===== config.mk =====
export PLATFORM = sky130hd
export DESIGN_NAME = lsrc_div
export DESIGN_NICKNAME = d
export VERILOG_FILES = /design/src/sv/lsrc_pkg.sv /design/src/sv/lsrc_div.sv
export SDC_FILE = /design/constraint.sdc
export NUM_CORES = 1
export LEC_CHECK = 0
export BUFFER_PORTS_ARGS = -buffer_cell sky130_fd_sc_hd__clkbuf_2
export CORE_MARGIN = 10
export CORE_UTILIZATION = 49
export CTS_CLUSTER_DIAMETER = 120
export CTS_CLUSTER_SIZE = 12
export DETAILED_ROUTE_END_ITERATION = 12
export PLACE_DENSITY_LB_ADDON = 0.08
export SYNTH_ARGS = -nofsm -noshare
export SYNTH_HDL_FRONTEND = slang
export SYNTH_SLANG_ARGS = --single-unit

===== constraint.sdc =====
create_clock -name clk -period 0.8 [get_ports clk]
set_input_delay 0.04 -clock clk [delete_from_list [all_inputs] [get_ports clk]]
set_output_delay 0.04 -clock clk [all_outputs]
set_load 0.05 [all_outputs]

===== src/sv/lsrc_pkg.sv =====
package lsrc_pkg;

    localparam int COORD_W         = 16;
    localparam int QBITS           = 16;
    localparam int QPS             = 4;
    localparam int DIV_STAGES      = QBITS / QPS;
    localparam int NSTEPS          = 8;
    localparam int STAGES_PER_STEP = DIV_STAGES + 2;
    localparam int LATENCY         = NSTEPS * STAGES_PER_STEP;
    localparam int CFG_IDX_W       = 2;

    localparam logic [CFG_IDX_W-1:0] REG_X_MIN = 2'd0;
    localparam logic [CFG_IDX_W-1:0] REG_Y_MIN = 2'd1;
    localparam logic [CFG_IDX_W-1:0] REG_X_MAX = 2'd2;
    localparam logic [CFG_IDX_W-1:0] REG_Y_MAX = 2'd3;

    // [point][axis], point 0 = start, axis 0 = x
    typedef logic [1:0][1:0][COORD_W-1:0] pts_t;
    typedef logic [2:0] step_t;

    typedef struct packed {
        logic [1:0][COORD_W-1:0] lo;
        logic [1:0][COORD_W-1:0] hi;
    } rect_t;

    typedef struct packed {
        logic [COORD_W:0]   rem;
        logic [QBITS-1:0]   nlo;
        logic [QBITS-1:0]   q;
    } div_t;

    typedef struct packed {
        pts_t           orig;
        pts_t           cur;
        logic           rej;
        logic           move;
        logic           neg;
        logic [COORD_W:0] den;
        div_t           dv;
    } work_t;

    function automatic logic both_beyond(input pts_t c, input rect_t r);
        logic res;
        res = 1'b0;
        for (int ax = 0; ax < 2; ax++)
        begin
            if (($signed(c[0][ax]) < $signed(r.lo[ax]) && $signed(c[1][ax]) < $signed(r.lo[ax]))
                || ($signed(c[0][ax]) > $signed(r.hi[ax])
                    && $signed(c[1][ax]) > $signed(r.hi[ax])))
                res = 1'b1;
        end
        return res;
    endfunction

endpackage


===== src/sv/lsrc_div.sv =====
module lsrc_div import lsrc_pkg::*;
(
    input  logic  clk,
    input  logic  rst_n,
    input  logic  en,
    input  logic  in_valid,
    input  work_t in_work,
    output logic  out_valid,
    output work_t out_work
);

    logic             valid_reg;
    work_t            work_reg, work_next;
    logic [COORD_W+1:0] t;
    logic [COORD_W+1:0] dext;
    logic             ge;

    // restoring division, QPS quotient bits per stage
    always_comb
    begin
        work_next = in_work;
        dext      = {1'b0, in_work.den};
        t         = '0;
        ge        = 1'b0;
        for (int i = 0; i < QPS; i++)
        begin
            t  = {work_next.dv.rem, work_next.dv.nlo[QBITS-1]};
            ge = (t >= dext);
            work_next.dv.rem = ge ? 17'(t - dext) : t[COORD_W:0];
            work_next.dv.nlo = {work_next.dv.nlo[QBITS-2:0], 1'b0};
            work_next.dv.q   = {work_next.dv.q[QBITS-2:0], ge};
        end
    end

    always_ff @(posedge clk or negedge rst_n)
    begin
        if (!rst_n)
            valid_reg <= 1'b0;
        else if (en)
            valid_reg <= in_valid;
    end

    always_ff @(posedge clk)
    begin
        if (en)
            work_reg <= work_next;
    end

    assign out_valid = valid_reg;
    assign out_work  = work_reg;

endmodule


==> run metrics, run 1 <==
Cell Area, Synth=0.00992 sq mm; Ys Warns=0; Synth Area in Simple Gates=8.32%; Log Error=[ERROR DPL-0033] detailed placement checks failed during check placement.; Synth Flop Type=edfxtp_1; CTS Hold Bufs=175; Initial Util=50.3%; DP Wirelength=27000 um; # Post-CTS Setup Buffers=14; Exit stage=clock tree synthesis (4_1_cts); Synth top area share=58.4%; placed insts=1703; cell with the most instances after synthesis=edfxtp_1; Post-synth top cells=193 x edfxtp_1, 68 x ha_1, 65 x a21oi_1, 48 x nor2_1, 44 x inv_1; global placer's final weighted congestion=0.972; Compound-Gate Fraction of Synth Area=14.2%; Post-synth EDFFs=193; post-synthesis cell count=786; Sink Count=194; Root Buffer=clkbuf_16; Synth area leader=edfxtp_1; Resized Gates After CTS=433; Inserted Clock Buffers=17; largest family of logic cells by synthesized area=compound AO/OA/AOI/OAI gates; H-tree depth reported by CTS=4; dominant cells by area after synthesis=edfxtp_1 58%, ha_1 8.6%, a21oi_1 3.3%; asr flop ratio synth=0.515%; Ports=399; Seq/Total Area, Yosys=58.7%; Yosys reg bits=194; Synth cell types=66; status=stopped before the end; cell row count=51; die width=162 um; Avg Cell Area, Syn=12.6 sq um; I/O Buffers=390; clock buffer depth=2; Synth Area in Adders=9.38%; die height=162 um; mux contribution to synthesized area=2.23%; Synth Area in XOR/XNOR=4.41%
==> cell families after synthesis <==
kind of cell	after synthesis
compound gates	216
xor+xnor	50
fa+ha+maj	72
buf+inv	65
flops	194
mux	21
other cells	1
simple gates	167
==> per-stage QoR <==
stage / hold slack [ps] / instance area (sq um) / setup TNS (ps) / util [%] / worst slack, ps
3_3_place_gp: -185 / 14500 / -145000 / 73.6 / -7070
3_5_place_dp: -184 / 14500 / -150980 / 73.6 / -7330
2_1_floorplan: -256 / 10200 / -134980 / - / -7160
==> run 2, diff against run 1 <==
CORE_UTILIZATION = 40   (was 49)
CTS_CLUSTER_DIAMETER = not set   (was 120)
CTS_CLUSTER_SIZE = not set   (was 12)
PLACE_DENSITY_LB_ADDON = 0.15   (was 0.08)
==> run 2 against run 1 <==
Net effect: the flow now finishes, with violations (negative setup slack); synthesized cell count is the same; area after synthesis is the same.
==> run metrics, run 2 <==
status=finished, violations left; failing checks=negative setup slack; Worst path slowest cell=fa_2; cell mode on critical path=o21ai_2; Root Buffer=clkbuf_16; vias=11.1k; DRC viols=0; largest net degree at the start of global routing=42; min-delay src=en; initial antenna violation count=5; WP data arrival=8080 ps; max reg flops=193; Synth cell types=66 (unchanged); CP max stage delay=370 ps; slew margin rel.=65.8%; Final Critical Period=7860 ps; Flop pwr share=17.9%; fillers=1269; dominant cells by area after synthesis=edfxtp_1 58%, ha_1 8.6%, a21oi_1 3.3%; Leak Pwr=8.94 nW; total grt overflow=0; vias in the first global route=10.7k; Max Slew Vio Count=0; Layout Cells excl Fill=2036; switching share of total power=44.7%; Max VDD drop=2.85 mV; met2 Usage GRT=49.2%; Util after Layout=81.8%; Int Power=0.0446 W; CP required=1010 ps; met3 usage in global routing=5.35%; clock skew=0 ps; Slew @ Worst Pin=511 ps; die height=177 um (+9.4%); die area=0.0315 sq mm; commonest cells after routing, fill and taps aside=304 x buf_4, 194 x clkbuf_2, 193 x edfxtp_1, 175 x dlygate4sd3_1, 111 x buf_8; f_max=0.127 GHz; Hold Crit Class=primary input to flip-flop; CTS tree=built; post-DR vias/cell=5.46; endpoint class of the critical path=flip-flop; nets@finish=1962; post-synthesis cell count=786 (unchanged); GRT Util Overall=27.6%; WS Path Type=primary input to flip-flop; Synth-to-Final Area Change=101%; Combinational Power Share=69.8%; DRT Wirelength=54600 um; clock share of power=12.4%; global placer's final weighted congestion=0.908 (-6.6%); Synth area leader=edfxtp_1; cell with the most instances after synthesis=edfxtp_1; Avg Cell Area, Syn=12.6 sq um (unchanged); Routed Antenna Nets=0; DP Wirelength=29800 um (+11%); Worst Path Buf+Inv=11; cell row count=57 (+12%); Reg clk slew, reported paths=100 ps; first-pass GRT wire length=66000 um; Max Cap Viol=0; GR peak layer=met2; met1 Usage GRT=30.5%; I/O Buffers=390 (unchanged); startpoint types=primary input; Ports=399 (unchanged); Synth top area share=58.4% (unchanged); DR WL/cell=26.8 um; most common cell after layout, fill and taps aside=buf_4; asr flop ratio synth=0.515% (unchanged); Detailed Routing Iterations Pass 1=5; clock buffer depth=2 (unchanged); Sink Count=194 (unchanged); H-tree depth reported by CTS=4 (unchanged); Synth Flop Type=edfxtp_1; Finish-stage setup viols=216; fin crit share=983%; Reg-to-Reg Start=out_valid; Cell Area, Synth=0.00992 sq mm (unchanged); Initial Util=40.7% (-9.6 points); Seq/Total Area, Yosys=58.7% (unchanged); footprint of the multi-input gates=0.00456 sq mm; DRT iter0 DRCs=1244; RSZ-0062 raised after global routing=yes; core box area=0.0244 sq mm; Fin. Hold Viols=0; PD cells=4040 mW/mm^2; Clock Latency Late Sink=450 ps; placed insts=1768 (+3.8%); crit path from=in_work[60]; fraction of layout cells with a size suffix above 1=52.2%; switching power=0.0361 W; CP max FO=7; storage element area=0.00582 sq mm; die width=177 um (+9.4%); Ys Warns=0 (unchanged); Post-synth EDFFs=193 (unchanged); worst setup margin=-7060 ps; Yosys reg bits=194 (unchanged); Top Family by Delay on Critical Path=compound AO/OA/AOI/OAI gates; Inserted Clock Buffers=17 (unchanged); Post-synth top cells=193 x edfxtp_1, 68 x ha_1, 65 x a21oi_1, 48 x nor2_1, 44 x inv_1
-- run 2: cell counts after synthesis --
Identical to the previous run, type by type.
-- run 2: power groups by stage --
stage / Sequential (W) / Clock [W] / Combinational, W
finish: 0.0144 / 0.00996 / 0.0562
floorplan: 0.0184 / 0 / 0.0185
detailed placement: 0.0140 / 0 / 0.0377
global placement: 0.0140 / 0 / 0.0373
global route: 0.0145 / 0.0103 / 0.0582
CTS: 0.0140 / 0.00937 / 0.0440
-- run 2: per-stage QoR --
step	setup TNS (ps)	setup slack [ps]	total power (W)	hold slack (ps)	cell area (sq um)
after floorplan	-134980	-7160	0.0369	-256	10200
after global placement	-144910	-7340	0.0513	-184	14600
after detailed placement	-150330	-7640	0.0517	-184	14600
after CTS	-180650	-6790	0.0673	8.47	19100
after global routing	-202110	-7340	0.0830	37.4	19900
final	-193480	-7060	0.0806	59.4	19900
-- run 2: layer usage --
metal | routed length (um) | up-vias
li1 | - | 4798
met5 | 0 | -
met3 | 4460 | 228
met4 | 4120 | 0
met2 | 27600 | 799
met1 | 18500 | 5294
-- run 2: final cells by class --
class	instances	area share, %
clock buffer	17	2.13
inverter	46	0.991
tap	324	2.03
multi-input combinational	530	22.9
clock inverter	15	1.09
timing repair buffer	900	41.6
sequential	194	29.2
antenna	10	0.125
-- run 2: kinds of logic after synthesis --
group                    synth area share, %
AND/OR/NAND/NOR                         8.32
buffers and inverters                   2.76
multiplexers                            2.23
AO/OA/AOI/OAI                           14.2
XOR/XNOR                                4.41
adder cells (fa/ha/maj)                 9.38
other                                 0.0378
flip-flops                              58.7
-- run 2: what timing repair did --
item	CTS	global route
hold buffers	175	0
cloned	0	1
setup buffers	27	26
hold endpoints to repair	174	0
endpoints found under the setup margin	215	216
pin swaps	31	68
resized for setup	437	201
-- run 2: path summary, 6_finish.rpt --
check / to / slack [ps] / cells after the start
worst max-delay path: out_work[33] / -7060 / 46
worst min-delay path: out_valid / 60 / 2
worst max register to register: out_valid / -190 / 2
worst min register to register: out_valid / 730 / 2
max in group asynchronous: out_valid / 140 / 3
min in group asynchronous: out_valid / 490 / 3
-- run 2: worst reg2reg max path, delay by kind of cell, from the launching register on --
kind     cells  cell delay (ps)
flops        1              460
mux          1              290
buf+inv      1              130
Note: power is estimated with default switching activity, not from simulation.
