<file path="src/sv/lsrc_pkg.sv">
package lsrc_pkg;

    localparam int COORD_W         = 16;
    localparam int QBITS           = 16;
    localparam int QPS             = 4;
    localparam int DIV_STAGES      = QBITS / QPS;
    localparam int NSTEPS          = 8;
    localparam int STAGES_PER_STEP = DIV_STAGES + 2;
    localparam int LATENCY         = NSTEPS * STAGES_PER_STEP;
    localparam int CFG_IDX_W       = 2;

    localparam logic [CFG_IDX_W-1:0] REG_X_MIN = 2'd0;
    localparam logic [CFG_IDX_W-1:0] REG_Y_MIN = 2'd1;
    localparam logic [CFG_IDX_W-1:0] REG_X_MAX = 2'd2;
    localparam logic [CFG_IDX_W-1:0] REG_Y_MAX = 2'd3;

    // [point][axis], point 0 = start, axis 0 = x
    typedef logic [1:0][1:0][COORD_W-1:0] pts_t;
    typedef logic [2:0] step_t;

    typedef struct packed {
        logic [1:0][COORD_W-1:0] lo;
        logic [1:0][COORD_W-1:0] hi;
    } rect_t;

    typedef struct packed {
        logic [COORD_W:0]   rem;
        logic [QBITS-1:0]   nlo;
        logic [QBITS-1:0]   q;
    } div_t;

    typedef struct packed {
        pts_t           orig;
        pts_t           cur;
        logic           rej;
        logic           move;
        logic           neg;
        logic [COORD_W:0] den;
        div_t           dv;
    } work_t;

    function automatic logic both_beyond(input pts_t c, input rect_t r);
        logic res;
        res = 1'b0;
        for (int ax = 0; ax < 2; ax++)
        begin
            if (($signed(c[0][ax]) < $signed(r.lo[ax]) && $signed(c[1][ax]) < $signed(r.lo[ax]))
                || ($signed(c[0][ax]) > $signed(r.hi[ax])
                    && $signed(c[1][ax]) > $signed(r.hi[ax])))
                res = 1'b1;
        end
        return res;
    endfunction

endpackage

</file>
<file path="src/sv/lsrc_apply.sv">
module lsrc_apply import lsrc_pkg::*;
(
    input  logic  clk,
    input  logic  rst_n,
    input  logic  en,
    input  step_t step,
    input  rect_t rect,
    input  logic  in_valid,
    input  work_t in_work,
    output logic  out_valid,
    output work_t out_work
);

    logic               axis, plane, pt;
    logic [COORD_W:0]   qs;
    logic [COORD_W-1:0] pv;
    logic               valid_reg;
    work_t              work_reg, work_next;

    always_comb
    begin
        axis      = step[2];
        plane     = step[1];
        pt        = step[0];
        pv        = plane ? rect.hi[axis] : rect.lo[axis];
        qs        = in_work.neg ? -17'(in_work.dv.q) : 17'(in_work.dv.q);
        work_next = in_work;
        if (in_work.move)
        begin
            work_next.cur[pt][~axis] = in_work.cur[pt][~axis] + qs[COORD_W-1:0];
            work_next.cur[pt][axis]  = pv;
        end
    end

    always_ff @(posedge clk or negedge rst_n)
    begin
        if (!rst_n)
            valid_reg <= 1'b0;
        else if (en)
            valid_reg <= in_valid;
    end

    always_ff @(posedge clk)
    begin
        if (en)
            work_reg <= work_next;
    end

    assign out_valid = valid_reg;
    assign out_work  = work_reg;

endmodule

</file>
<file path="config.mk">
export PLATFORM = sky130hd
export DESIGN_NAME = lsrc_apply
export DESIGN_NICKNAME = d
export VERILOG_FILES = /design/src/sv/lsrc_pkg.sv /design/src/sv/lsrc_apply.sv
export SDC_FILE = /design/constraint.sdc
export NUM_CORES = 1
export LEC_CHECK = 0
export BUFFER_PORTS_ARGS = -buffer_cell sky130_fd_sc_hd__buf_2
export CORE_AREA = 2 2 181 183
export CTS_CLUSTER_DIAMETER = 80
export DETAILED_ROUTE_END_ITERATION = 10
export DIE_AREA = 0 0 183 185
export GPL_TIMING_DRIVEN = 0
export SLEW_MARGIN = 0
export SYNTH_ARGS = -nofsm -noshare
export SYNTH_HDL_FRONTEND = slang
export SYNTH_SLANG_ARGS = --single-unit
</file>
<file path="constraint.sdc">
create_clock -name clk -period 1.1 [get_ports clk]
set_clock_uncertainty 0.15 [all_clocks]
set_input_delay 0.165 -clock clk [delete_from_list [all_inputs] [get_ports clk]]
set_output_delay 0.165 -clock clk [all_outputs]
set_load 0.02 [all_outputs]
</file>
## Yosys cells after proc, flatten, opt, wreduce, memory -nomap -nowiden

Index checks and enable logic that the tools add are counted.

- Muxes and demuxes: 21
- Divide/modulo/power cells: 0
- Shift operators: 0
- Add/sub/neg operators: 2
- Multipliers: 0
- Bitwise logic cells: 1
- Reductions and logical operators: 3
- Magnitude comparators: 6
- Eq/ne operators: 0

Operator list:

| kind | count |
|---|---|
| $mux 16 | 10 |
| $bwmux 64 | 2 |
| $mux 32 | 4 |
| $demux 32 s1 | 2 |
| $mux 64 | 1 |
| $demux 16 s1 | 2 |
| $add 16x16->16 | 1 |
| $neg 16->16 | 1 |
| $lt 1x2->1 const B | 3 |
| $ge 1x1->1 const B | 3 |
| $logic_and 1x1->1 | 3 |
| $not 1->1 | 1 |

- Output and inout bits: 198
- Input bits: 268
- Latch bits: 0
- Memories: 0
- Bits in registers: 198
- Bits in read-only memories: 0
- Memory bits (writable): 0
- Logic and storage cells: 49

## Logic depth before layout (Yosys ltp)

- Depth in word-level cells: 10
- Depth in mapped cells: 14
- Depth with buffers taken out: 13

## Least setup slack after synthesis

No wires, ideal clock.

- Kind: input to register
- Start: input step[2]
- End: register work_reg, in the netlist out_work[113], data pin
- Required time: 0.675 ns
- Stages: 13
- Arrival time: 3.072 ns
- Path buffers: 3
- Library setup time: 0.275 ns
- Path slack: -2.397 ns
- Cell sequence: buf_1 -> clkbuf_1 -> buf_1 -> mux4_2 -> ha_1 -> inv_1 -> fa_1 -> nor2b_1 -> o2111ai_1 -> a211oi_1 -> o211ai_1 -> mux2_2 -> o221ai_1

RTL lines:

| what | RTL line | text |
|---|---|---|
| start: declaration | lsrc_apply.sv:6 | `input step_t step,` |
| end signal: assignment | lsrc_apply.sv:46 | `work_reg <= work_next;` |
| end: declaration | lsrc_apply.sv:18 | `work_t work_reg, work_next;` |

==> results.py <==
metrics = {
    "worst_setup_path": {
        "arrival_ns": 2.81,
        "critPathSlowestCell": "a211oi_4",
        "crit_required_ns": 1.13,
        "critPathTopFamily": "buffers and inverters",
        "crit_buf_inv": 6,
        "worstSetupPathType": "in -> reg",
        "start_kind": "input pin",
        "crit_chain": "buf_12 > buf_12 > clkbuf_16 > buf_12 > mux4_2 > ha_4 > inv_2 > fa_2 > nor2b_4 > o2111ai_4 > a211oi_4 > buf_4 > nor2_2 > xor2_2 > o221ai_1",
        "crit_path_frequent_cell": "buf_12",
        "crit_path_end_kind": "flip-flop",
        "critPathMaxStageDelay_ns": 0.37,
        "crit_fanout": 7,
    },
    "sta": {
        "finalCritPeriodShare": 2.53,
        "maxSlewHeadroom": 0.370,
        "worstMarginPinSlew_ns": 0.945,
        "hold_ws_ns": -0.00923,
        "setup_ws_ns": -1.68,
        "slew_violations": 0,
        "hold_viol": 4,
        "fmax_mhz": 360,
        "fin_crit_ns": 2.78,
        "setup_viol": 262,
        "rsz0062_at_grt": "yes",
    },
    "floorplan": {
        "dieWidth_um": 183,
        "die_area_um2": 33900,
        "io_pins": 466,
        "num_rows": 66,
        "coreArea_um2": 32000,
        "die_h_um": 185,
        "start_util": 0.275,
    },
    "logic_synthesis": {
        "ys_warn_count": 0,
        "synthAdderAreaFrac": 0.0250,
        "synth_area_leaders": "edfxtp_1, mux4_2, o21ai_0",
        "synth.distinct_cells": 44,
        "yosysMostFrequentCell": "edfxtp_1",
        "synth_edf_count": 197,
        "synth_compound_area_frac": 0.0960,
        "synth_top_family_by_area": "compound AO/OA/AOI/OAI gates",
        "avgSynthCellArea_um2": 14.2,
        "seq_area_frac_synth": 0.673,
        "synthMuxAreaShare": 0.0937,
        "async_reset_ff_frac": 0.00505,
        "yosys_most_used_dff": "edfxtp_1",
        "netlist_instances": 620,
        "yosysTopAreaCellShare": 0.670,
        "syn_nets": 905,
        "synth_area_um2": 8830,
        "synth-seq-cells": 198,
        "synth_top_area_cell": "edfxtp_1",
        "yosys-top-cells-count": "edfxtp_1, nand2_1, o21ai_0",
        "synth_simple_gate_area_frac": 0.0703,
        "synth_xor_area_frac": 0.0248,
    },
    "place": {
        "gp_congestion": 0.817,
        "place_area_um2": 12000,
        "dp.final_hpwl_um": 28600,
        "portBuffers": 464,
        "dp_slack_ns": -2.61,
    },
    "hold_path": {
        "hp-class": "in -> reg",
    },
    "routing": {
        "wl_um": 43300,
        "dr.first_iter.drc_count": 574,
        "firstDrtPassIters": 5,
        "vias": 8803,
        "drtAntennaViolNets": 0,
        "routedWlPerCell_um": 24.3,
        "vias_per_cell": 4.94,
        "drc": 0,
    },
    "global_route": {
        "grt_pass1_vias": 9058,
        "antenna_found_initial": 4,
        "grt_pass1_wl_um": 58300,
        "use_met3": 0.0527,
        "overflow": 0,
        "grt_max_degree": 78,
        "top_usage_layer": "met2",
        "grtUsageMet1": 0.276,
        "gr-usage-met2": 0.414,
        "grt_usage": 0.243,
    },
    "clock_tree": {
        "insertion_delay_ns": 0.45,
        "cts_buffer_depth": 2,
        "cts_tree": "built",
        "clock-sinks": 198,
        "cts-root-buf": "clkbuf_16",
        "cts_buffers": 17,
        "cts.htree.levels": 4,
        "clk_pin_slew_ns": 0.08,
    },
    "pwr": {
        "power_leakage_nw": 7.05,
        "power.density_nw_per_um2": 1370,
        "vdd_drop_max_mv": 1.06,
    },
    "status": {
        "status": "complete, but fails checks",
        "violations": "negative hold slack, negative setup slack",
    },
    "finish": {
        "areaGrowthSynthToFinish_pct": 91.7,
        "drive_gt1_frac": 0.528,
        "final_area_um2": 16900,
        "nNetsFinal": 1644,
        "nFillCells": 2647,
    },
    "run": {
        "maxCapViolCount": 0,
    },
}
-- registers in the layout (all words and copies together) (netlist names) --
signal,flops
out_valid,1
out_work,197
-- area by class of cell --
type                            instances  area [um^2]  area share
Inverter                                9         58.8     0.00347
Timing Repair Buffer                  723         6090       0.360
Clock inverter                         14          123     0.00725
Sequential cell                       198         5940       0.351
Buffer                                 28          263      0.0155
Clock buffer                           18          429      0.0254
Multi-Input combinational cell        382         3500       0.207
Antenna cell                            3         7.51    0.000444
Tap cell                              408          510      0.0302
-- placed cells by master, fill, tap and decap left out, types with 16 or more instances in the layout --
cell and n:
nor2_1 20, buf_6 193, nand2_1 79, buf_2 273, mux4_2 16, buf_4 48
mux2i_1 21, edfxtp_1 197, clkbuf_16 18, o21ai_1 32, a21oi_2 17, dlygate4sd3_1 202
o21ai_2 20
-- path summary, 6_finish.rpt --
check	startpoint	cells after the start	to	slack, ns
setup / recovery	step[2]	15	out_work[127]	-1.68
hold / removal	en	1	out_work[183]	-0.009
setup reg to reg	out_valid	1	out_valid	0.18
hold reg to reg	out_valid	1	out_valid	0.40
max in group asynchronous	rst_n	3	out_valid	0.30
min in group asynchronous	rst_n	3	out_valid	0.40
-- cell families after synthesis --
family / count (synthesis)
muxes: 60
AOI/OAI and AO/OA: 138
adders and majority gates: 17
DFF: 198
and+or+nand+nor: 142
xor gates and xnor gates: 25
buffers and inverters: 40
-- power by group --
group          total, mW  switching, mW  internal [mW]
logic               7.55           3.85           3.70
clock network       6.16           3.19           2.97
registers           9.42          0.326           9.09
-- per-layer routing --
metal  vias to the layer above  routed length [um]  share of wire
li1                       3871                   -              -
met1                      4347               16100           0.37
met2                       474               21300           0.49
met3                       109                3180          0.073
met4                         2                2690          0.062
met5                         -                  13        0.00030
-- repair_timing --
item                       in CTS  in global routing
hold endpoints to repair      219                  0
resized for setup             378                172
setup endpoints to repair     385                323
pin swaps                      52                 34
setup buffers                  41                 15
hold buffers                  202                  0
gates cloned                    1                  0
-- per-stage QoR --
stage / cells / TNS [ns] / hold slack [ns] / power [mW] / util
after detailed placement: 1493 / -222.43 / -0.208 / 14.3 / 0.374
after CTS: 1769 / -125.25 / -0.0159 / 22.5 / 0.508
after floorplan: 620 / -87.07 / -0.281 / 12.1 / -
after global placement: 1492 / -723.28 / -0.210 / 14.3 / 0.373
final: 1783 / -122.03 / -0.00923 / 23.1 / 0.528
after global routing: 1783 / -133.06 / -0.000614 / 24.0 / 0.528
No activity file was read; power rests on OpenSTA's default activity.
