===== src/sv/lsrc_pkg.sv =====
package lsrc_pkg;

    localparam int COORD_W         = 16;
    localparam int QBITS           = 16;
    localparam int QPS             = 4;
    localparam int DIV_STAGES      = QBITS / QPS;
    localparam int NSTEPS          = 8;
    localparam int STAGES_PER_STEP = DIV_STAGES + 2;
    localparam int LATENCY         = NSTEPS * STAGES_PER_STEP;
    localparam int CFG_IDX_W       = 2;

    localparam logic [CFG_IDX_W-1:0] REG_X_MIN = 2'd0;
    localparam logic [CFG_IDX_W-1:0] REG_Y_MIN = 2'd1;
    localparam logic [CFG_IDX_W-1:0] REG_X_MAX = 2'd2;
    localparam logic [CFG_IDX_W-1:0] REG_Y_MAX = 2'd3;

    // [point][axis], point 0 = start, axis 0 = x
    typedef logic [1:0][1:0][COORD_W-1:0] pts_t;
    typedef logic [2:0] step_t;

    typedef struct packed {
        logic [1:0][COORD_W-1:0] lo;
        logic [1:0][COORD_W-1:0] hi;
    } rect_t;

    typedef struct packed {
        logic [COORD_W:0]   rem;
        logic [QBITS-1:0]   nlo;
        logic [QBITS-1:0]   q;
    } div_t;

    typedef struct packed {
        pts_t           orig;
        pts_t           cur;
        logic           rej;
        logic           move;
        logic           neg;
        logic [COORD_W:0] den;
        div_t           dv;
    } work_t;

    function automatic logic both_beyond(input pts_t c, input rect_t r);
        logic res;
        res = 1'b0;
        for (int ax = 0; ax < 2; ax++)
        begin
            if (($signed(c[0][ax]) < $signed(r.lo[ax]) && $signed(c[1][ax]) < $signed(r.lo[ax]))
                || ($signed(c[0][ax]) > $signed(r.hi[ax])
                    && $signed(c[1][ax]) > $signed(r.hi[ax])))
                res = 1'b1;
        end
        return res;
    endfunction

endpackage


===== src/sv/lsrc_setup.sv =====
module lsrc_setup import lsrc_pkg::*;
(
    input  logic  clk,
    input  logic  rst_n,
    input  logic  en,
    input  step_t step,
    input  rect_t rect,
    input  logic  in_valid,
    input  work_t in_work,
    output logic  out_valid,
    output work_t out_work
);

    logic                     axis, plane, pt;
    logic signed [COORD_W-1:0] p1a, p2a, p1o, p2o, pv;
    logic signed [COORD_W:0]   d1, d2, diff;
    logic signed [COORD_W+1:0] den, den_mag;
    logic signed [2*COORD_W+1:0] prod, mag;
    logic                     rej_n;
    logic                     valid_reg;
    work_t                    work_reg, work_next;

    always_comb
    begin
        axis  = step[2];
        plane = step[1];
        pt    = step[0];
        p1a   = $signed(in_work.cur[pt][axis]);
        p2a   = $signed(in_work.cur[~pt][axis]);
        p1o   = $signed(in_work.cur[pt][~axis]);
        p2o   = $signed(in_work.cur[~pt][~axis]);
        pv    = plane ? $signed(rect.hi[axis]) : $signed(rect.lo[axis]);
        // signed distance to the plane, negative when outside
        d1    = plane ? (17'(pv) - 17'(p1a)) : (17'(p1a) - 17'(pv));
        d2    = plane ? (17'(pv) - 17'(p2a)) : (17'(p2a) - 17'(pv));
        den   = 18'(d1) - 18'(d2);
        den_mag = den[COORD_W+1] ? -den : den;
        diff  = 17'(p2o) - 17'(p1o);
        prod  = 34'(diff) * 34'(d1);
        mag   = prod[2*COORD_W+1] ? -prod : prod;
        rej_n = in_work.rej | both_beyond(in_work.cur, rect);

        work_next         = in_work;
        work_next.rej     = rej_n;
        work_next.move    = !rej_n && (d1 < 17'sd0) && (den != 18'sd0);
        work_next.neg     = prod[2*COORD_W+1] ^ den[COORD_W+1];
        work_next.den     = den_mag[COORD_W:0];
        // quotient fits QBITS, so the top part starts below den
        work_next.dv.rem  = {1'b0, mag[2*COORD_W-1:QBITS]};
        work_next.dv.nlo  = mag[QBITS-1:0];
        work_next.dv.q    = '0;
    end

    always_ff @(posedge clk or negedge rst_n)
    begin
        if (!rst_n)
            valid_reg <= 1'b0;
        else if (en)
            valid_reg <= in_valid;
    end

    always_ff @(posedge clk)
    begin
        if (en)
            work_reg <= work_next;
    end

    assign out_valid = valid_reg;
    assign out_work  = work_reg;

endmodule


===== config.mk =====
export PLATFORM = sky130hd
export DESIGN_NAME = lsrc_setup
export DESIGN_NICKNAME = d
export VERILOG_FILES = /design/src/sv/lsrc_pkg.sv /design/src/sv/lsrc_setup.sv
export SDC_FILE = /design/constraint.sdc
export NUM_CORES = 1
export LEC_CHECK = 0
export BUFFER_PORTS_ARGS = -buffer_cell sky130_fd_sc_hd__buf_2
export CAP_MARGIN = 20
export CORE_MARGIN = 3
export CORE_UTILIZATION = 59
export CTS_CLUSTER_DIAMETER = 50
export DETAILED_ROUTE_END_ITERATION = 10
export PLACE_DENSITY = 0.83
export REMOVE_ABC_BUFFERS = 1
export SLEW_MARGIN = 20
export SYNTH_ARGS = -nofsm -noshare
export SYNTH_HDL_FRONTEND = slang
export SYNTH_SLANG_ARGS = --single-unit

===== constraint.sdc =====
create_clock -name clk -period 0.9 [get_ports clk]
set_input_delay 0.045 -clock clk [delete_from_list [all_inputs] [get_ports clk]]
set_output_delay 0.045 -clock clk [all_outputs]
set_load 0.005 [all_outputs]

==> results.md, run 1 <==
- Status: aborted with a tool error
- Stop stage: 5_1_grt
- Tool error: [ERROR GRT-0232] Routing congestion too high. Check the congestion heatmap in the GUI.
- Flops & latches, synth: 181
- Ys async rst share: 0.00552
- Overall global routing resource usage: 0.725
- Worst EP post-GRT repair: out_work[33]$_DFFE_PP_/D
- Dpl hpwl: 78000 um
- Top-Level Pins: 466
- Num CTS Buffers: 17
- Die Height: 220 um
- Port bufs: 380
- CTS sink cnt: 181
- Placed cell areas: 0.0354 sq mm
- Clock buffer depth: 2
- Final RePlAce weighted congestion: 1.00
- Post-synthesis cell count: 2826
- Rows: 77
- Share of the synthesized area in the top cell type: 0.224
- Chip Width: 220 um
- Register area share after synthesis: 0.201
- Top FF cell, synth: edfxtp_1
- Initial antenna violation count: 38
- Largest net degree at the start of global routing: 54
- Largest cells by area after synthesis: fa_1 22%, edfxtp_1 20%, ha_1 14%
- Total gr overflow: 130
- EDFF count, synth: 180
- Netlist cell types: 93
- Starting density of the core: 0.605
- Post-synth top area cell: fa_1
- Mapped cell area: 0.0270 sq mm
- WEP type: register data pin
- Mean Syn Cell Area: 9.56 sq um
- Synthesis Warnings: 0
- Root Buffer: clkbuf_16
- CTS H-tree depth: 4
[what timing repair did]
action,4_1_cts
pin swaps,103
resized for setup,224
setup endpoints to repair,233
cloned,4
setup buffers,47
hold buffers,129
endpoints found under the hold margin,129
[synth_stat cells, types with 9 or more instances]
library cell and count:
nand2b_1 23, a21oi_1 113, nand2_1 271, xor2_1 49, and2_1 24, and3_1 12
fa_1 302, o21ai_0 98, nand4_1 22, clkbuf_1 77, nor2b_1 35, a21boi_0 10
o21a_1 18, xnor2_1 97, nor3_1 35, or2_2 24, nand3_1 38, buf_4 17
nor4_1 10, nor2_1 176, mux2i_1 29, a21o_1 81, inv_1 513, o31ai_1 15
a31oi_1 18, a211oi_1 19, buf_1 9, ha_1 308, edfxtp_1 180, mux4_2 49
mux2_2 20
[layer usage]
metal,overflow,GRT usage
met1,12,0.730
met2,67,0.887
met3,9,0.594
met4,42,0.656
met5,0,0.352
[kinds of logic after synthesis]
group	after synthesis	share of synthesized area
simple gates	707	0.122
buf+inv	624	0.0895
fa+ha+maj	610	0.366
compound gates	459	0.114
flops	181	0.201
xor+xnor	146	0.0473
mux	98	0.0599
other cells	1	0.000139
[stage by stage]
| step | setup TNS [ns] | utilization | hold WS (ns) | setup slack, ns | std cells |
|---|---|---|---|---|---|
| floorplan | -356.24 | - | -0.251 | -8.86 | 2733 |
| global placement | -360.70 | 0.793 | -0.180 | -8.53 | 4501 |
| detailed placement | -373.45 | 0.793 | -0.177 | -8.82 | 4501 |
| CTS | -346.73 | 0.866 | -0.0217 | -7.68 | 4713 |
==> inputs of run 2 (changes only) <==
- CORE_UTILIZATION: 59 -> 40
- CTS_CLUSTER_DIAMETER: 50 -> unset
- PLACE_DENSITY: 0.83 -> unset
- PLACE_DENSITY_LB_ADDON: unset -> 0.15
==> run 2 against run 1 <==
Compared with the run above:
- the flow now finishes, with violations (negative setup slack)
- area after synthesis unchanged
- synthesized cell count unchanged
==> results.md, run 2 <==
- Status: finished, violations left
- Failing checks: negative setup slack
- CTS H-tree depth: 4 (unchanged)
- Most common library cells after synthesis: 513 x inv_1, 308 x ha_1, 302 x fa_1
- Crit. path cell count: 41
- Final wirelength: 95700 um
- Clk pin slew, worst setup/hold paths: 0.09 ns
- Tcrit/Tclk final: 9.56
- Worst reg2reg path depth: 1
- Starting density of the core: 0.407 (-0.197)
- Crit path top cell by count: fa_1
- Final Critical Period: 8.60 ns
- Worst EP required: 1.17 ns
- Diodes inserted: 0
- Commonest non-fill, non-tap cell in the layout: buf_4
- Endpoints failing hold: 0
- Main combinational cell family by area after synthesis: adder cells
- Clock buffer depth: 2 (unchanged)
- Final setup vio count: 233
- Slowest stage delay, CP: 0.54 ns
- Post-synthesis cell count: 2826 (unchanged)
- Top FF cell, synth: edfxtp_1
- First-pass GRT wire length: 150000 um
- Worst Hold Path Cells: 2
- Max-Cap Viols: 0
- Vias per cell: 5.05
- Netlist cell types: 93 (unchanged)
- Overall global routing resource usage: 0.272
- Placed Instances: 4802 (+6.7%)
- Startpoint Class: input pin
- DR pass1 iterations: 5
- Dpl hpwl: 79600 um (+2.1%)
- Final RePlAce weighted congestion: 0.941 (-5.9%)
- Clk Latency, worst-skew pair: 0.49 ns
- Max-slew violations: 0
- Full die area: 0.0707 sq mm
- Fmax: 0.116 GHz
- Vias in the first global route: 27600
- Total gr overflow: 0
- Simple-gate portion of the synthesized area: 0.122 (unchanged)
- Largest fanout on the critical path: 5
- Xor and xnor fraction of the mapped netlist area: 0.0473 (unchanged)
- Compound-gate portion of the synthesized area: 0.114 (unchanged)
- Layout cells sized above 1: 0.398
- Num CTS Buffers: 17 (unchanged)
- Via count: 25600
- Filler instances: 5783
- CTS sink cnt: 181 (unchanged)
- Post-DRT Antenna Nets: 0
- Flops & latches, synth: 181 (unchanged)
- Worst setup EP type: register
- Worst Skew: 0 ns
- Worst path top cell family by delay: adder cells
- Worst hold path type: input pin to register
- Residual DRC: 0
- Mapped cell area: 0.0270 sq mm (unchanged)
- Crit path max-delay cell type: fa_1
- Commonest non-fill, non-tap cells in the layout: 848 x buf_4, 489 x inv_1, 373 x buf_2
- Core area: 0.0663 sq mm
- Initial antenna violation count: 3
- EDFF count, synth: 180 (unchanged)
- Setup ws final: -7.70 ns
- Register area share after synthesis: 0.201 (unchanged)
- Post-synthesis adder-cell area fraction: 0.366 (unchanged)
- Post-synth top area cell: fa_1
- Routed wire per std cell: 18.9 um
- Root Buffer: clkbuf_16
- Share of the synthesized area in the top cell type: 0.224 (unchanged)
- Final nets: 5060
- Largest net degree at the start of global routing: 42
- Worst Path Class, Setup: input pin to register
- RSZ-0062 raised after global routing: true
- Port bufs: 380 (unchanged)
- Rows: 94 (+22%)
- Top-Level Pins: 466 (unchanged)
- Chip Width: 266 um (+21%)
- Mean Syn Cell Area: 9.56 sq um (unchanged)
- Area Overhead vs Synth: 49.8%
- Post-synthesis mux area share: 0.0599 (unchanged)
- Largest cells by area after synthesis: fa_1 22%, edfxtp_1 20%, ha_1 14%
- Synthesis Warnings: 0 (unchanged)
- Fin cells: 5059
- Critical path buffers and inverters: 11
- Rel. slew slack: 0.543
- Initial DRC count: 1228
- Worst-margin pin slew: 0.680 ns
- TritonCTS clock tree: yes
- Max FFs per register: 180
- Ys async rst share: 0.00552 (unchanged)
- Die Height: 266 um (+21%)
- Top-count cell post-synth: inv_1
- CP Data Arrival Time: 8.87 ns
[run 2: cell counts after synthesis]
No cell type changed its count.
[run 2: per-stage QoR]
| step | hold slack (ns) | TNS [ns] | setup WS, ns | instance area [sq um] | utilization |
|---|---|---|---|---|---|
| floorplan | -0.251 | -356.24 | -8.86 | 26600 | - |
| global route | 0.0189 | -361.96 | -7.93 | 40500 | 0.610 |
| CTS | -0.0117 | -346.88 | -7.62 | 39400 | 0.594 |
| global placement | -0.180 | -359.87 | -8.58 | 36100 | 0.544 |
| detailed placement | -0.179 | -367.03 | -8.71 | 36100 | 0.544 |
| finish | 0.0136 | -344.12 | -7.70 | 40500 | 0.610 |
[run 2: logic make-up after synthesis]
logic type | after synthesis
AO/OA/AOI/OAI | 459
other | 1
adder cells (fa/ha/maj) | 610
multiplexers | 98
buffers and inverters | 624
XOR/XNOR | 146
AND/OR/NAND/NOR | 707
flip-flops | 181
[run 2: area by class of cell]
class                      count  area (sq um)  share of cell area
timing repair buffer        1430         10900               0.268
inverter                     515          1940              0.0480
clock buffer                  17           425              0.0105
multi-input combinational   2037         20600               0.508
clock inverter                15           210             0.00519
tap                          864          1080              0.0267
sequential                   181          5430               0.134
[run 2: worst paths after layout]
path	start	endpoint	slack, ns
max in group asynchronous	rst_n	out_valid	0.39
setup reg to reg	out_valid	out_valid	0.15
setup / recovery	step[0]	out_work[43]	-7.70
min in group asynchronous	rst_n	out_valid	0.40
hold / removal	en	out_work[98]	0.01
hold reg to reg	out_valid	out_valid	0.53
[run 2: routing by layer]
| metal | GRT usage | up-vias | wire length [um] |
|---|---|---|---|
| li1 | - | 12100 | - |
| met1 | 0.353 | 12600 | 41300 |
| met2 | 0.480 | 698 | 47100 |
| met3 | 0.0329 | 126 | 4660 |
| met4 | 0.0726 | 6 | 2510 |
| met5 | 0 | - | 47 |
[run 2: timing repair]
action / in CTS / in global routing
buffers inserted: 55 / 35
endpoints found under the hold margin: 129 / 0
hold buffers: 129 / 0
endpoints found under the setup margin: 233 / 233
cloned: 5 / 3
pin swaps: 74 / 85
gates resized for setup: 225 / 159
Power of run 2 is not shown: default switching activity piles up to over one toggle a cycle in this logic, so the estimate is an artifact.
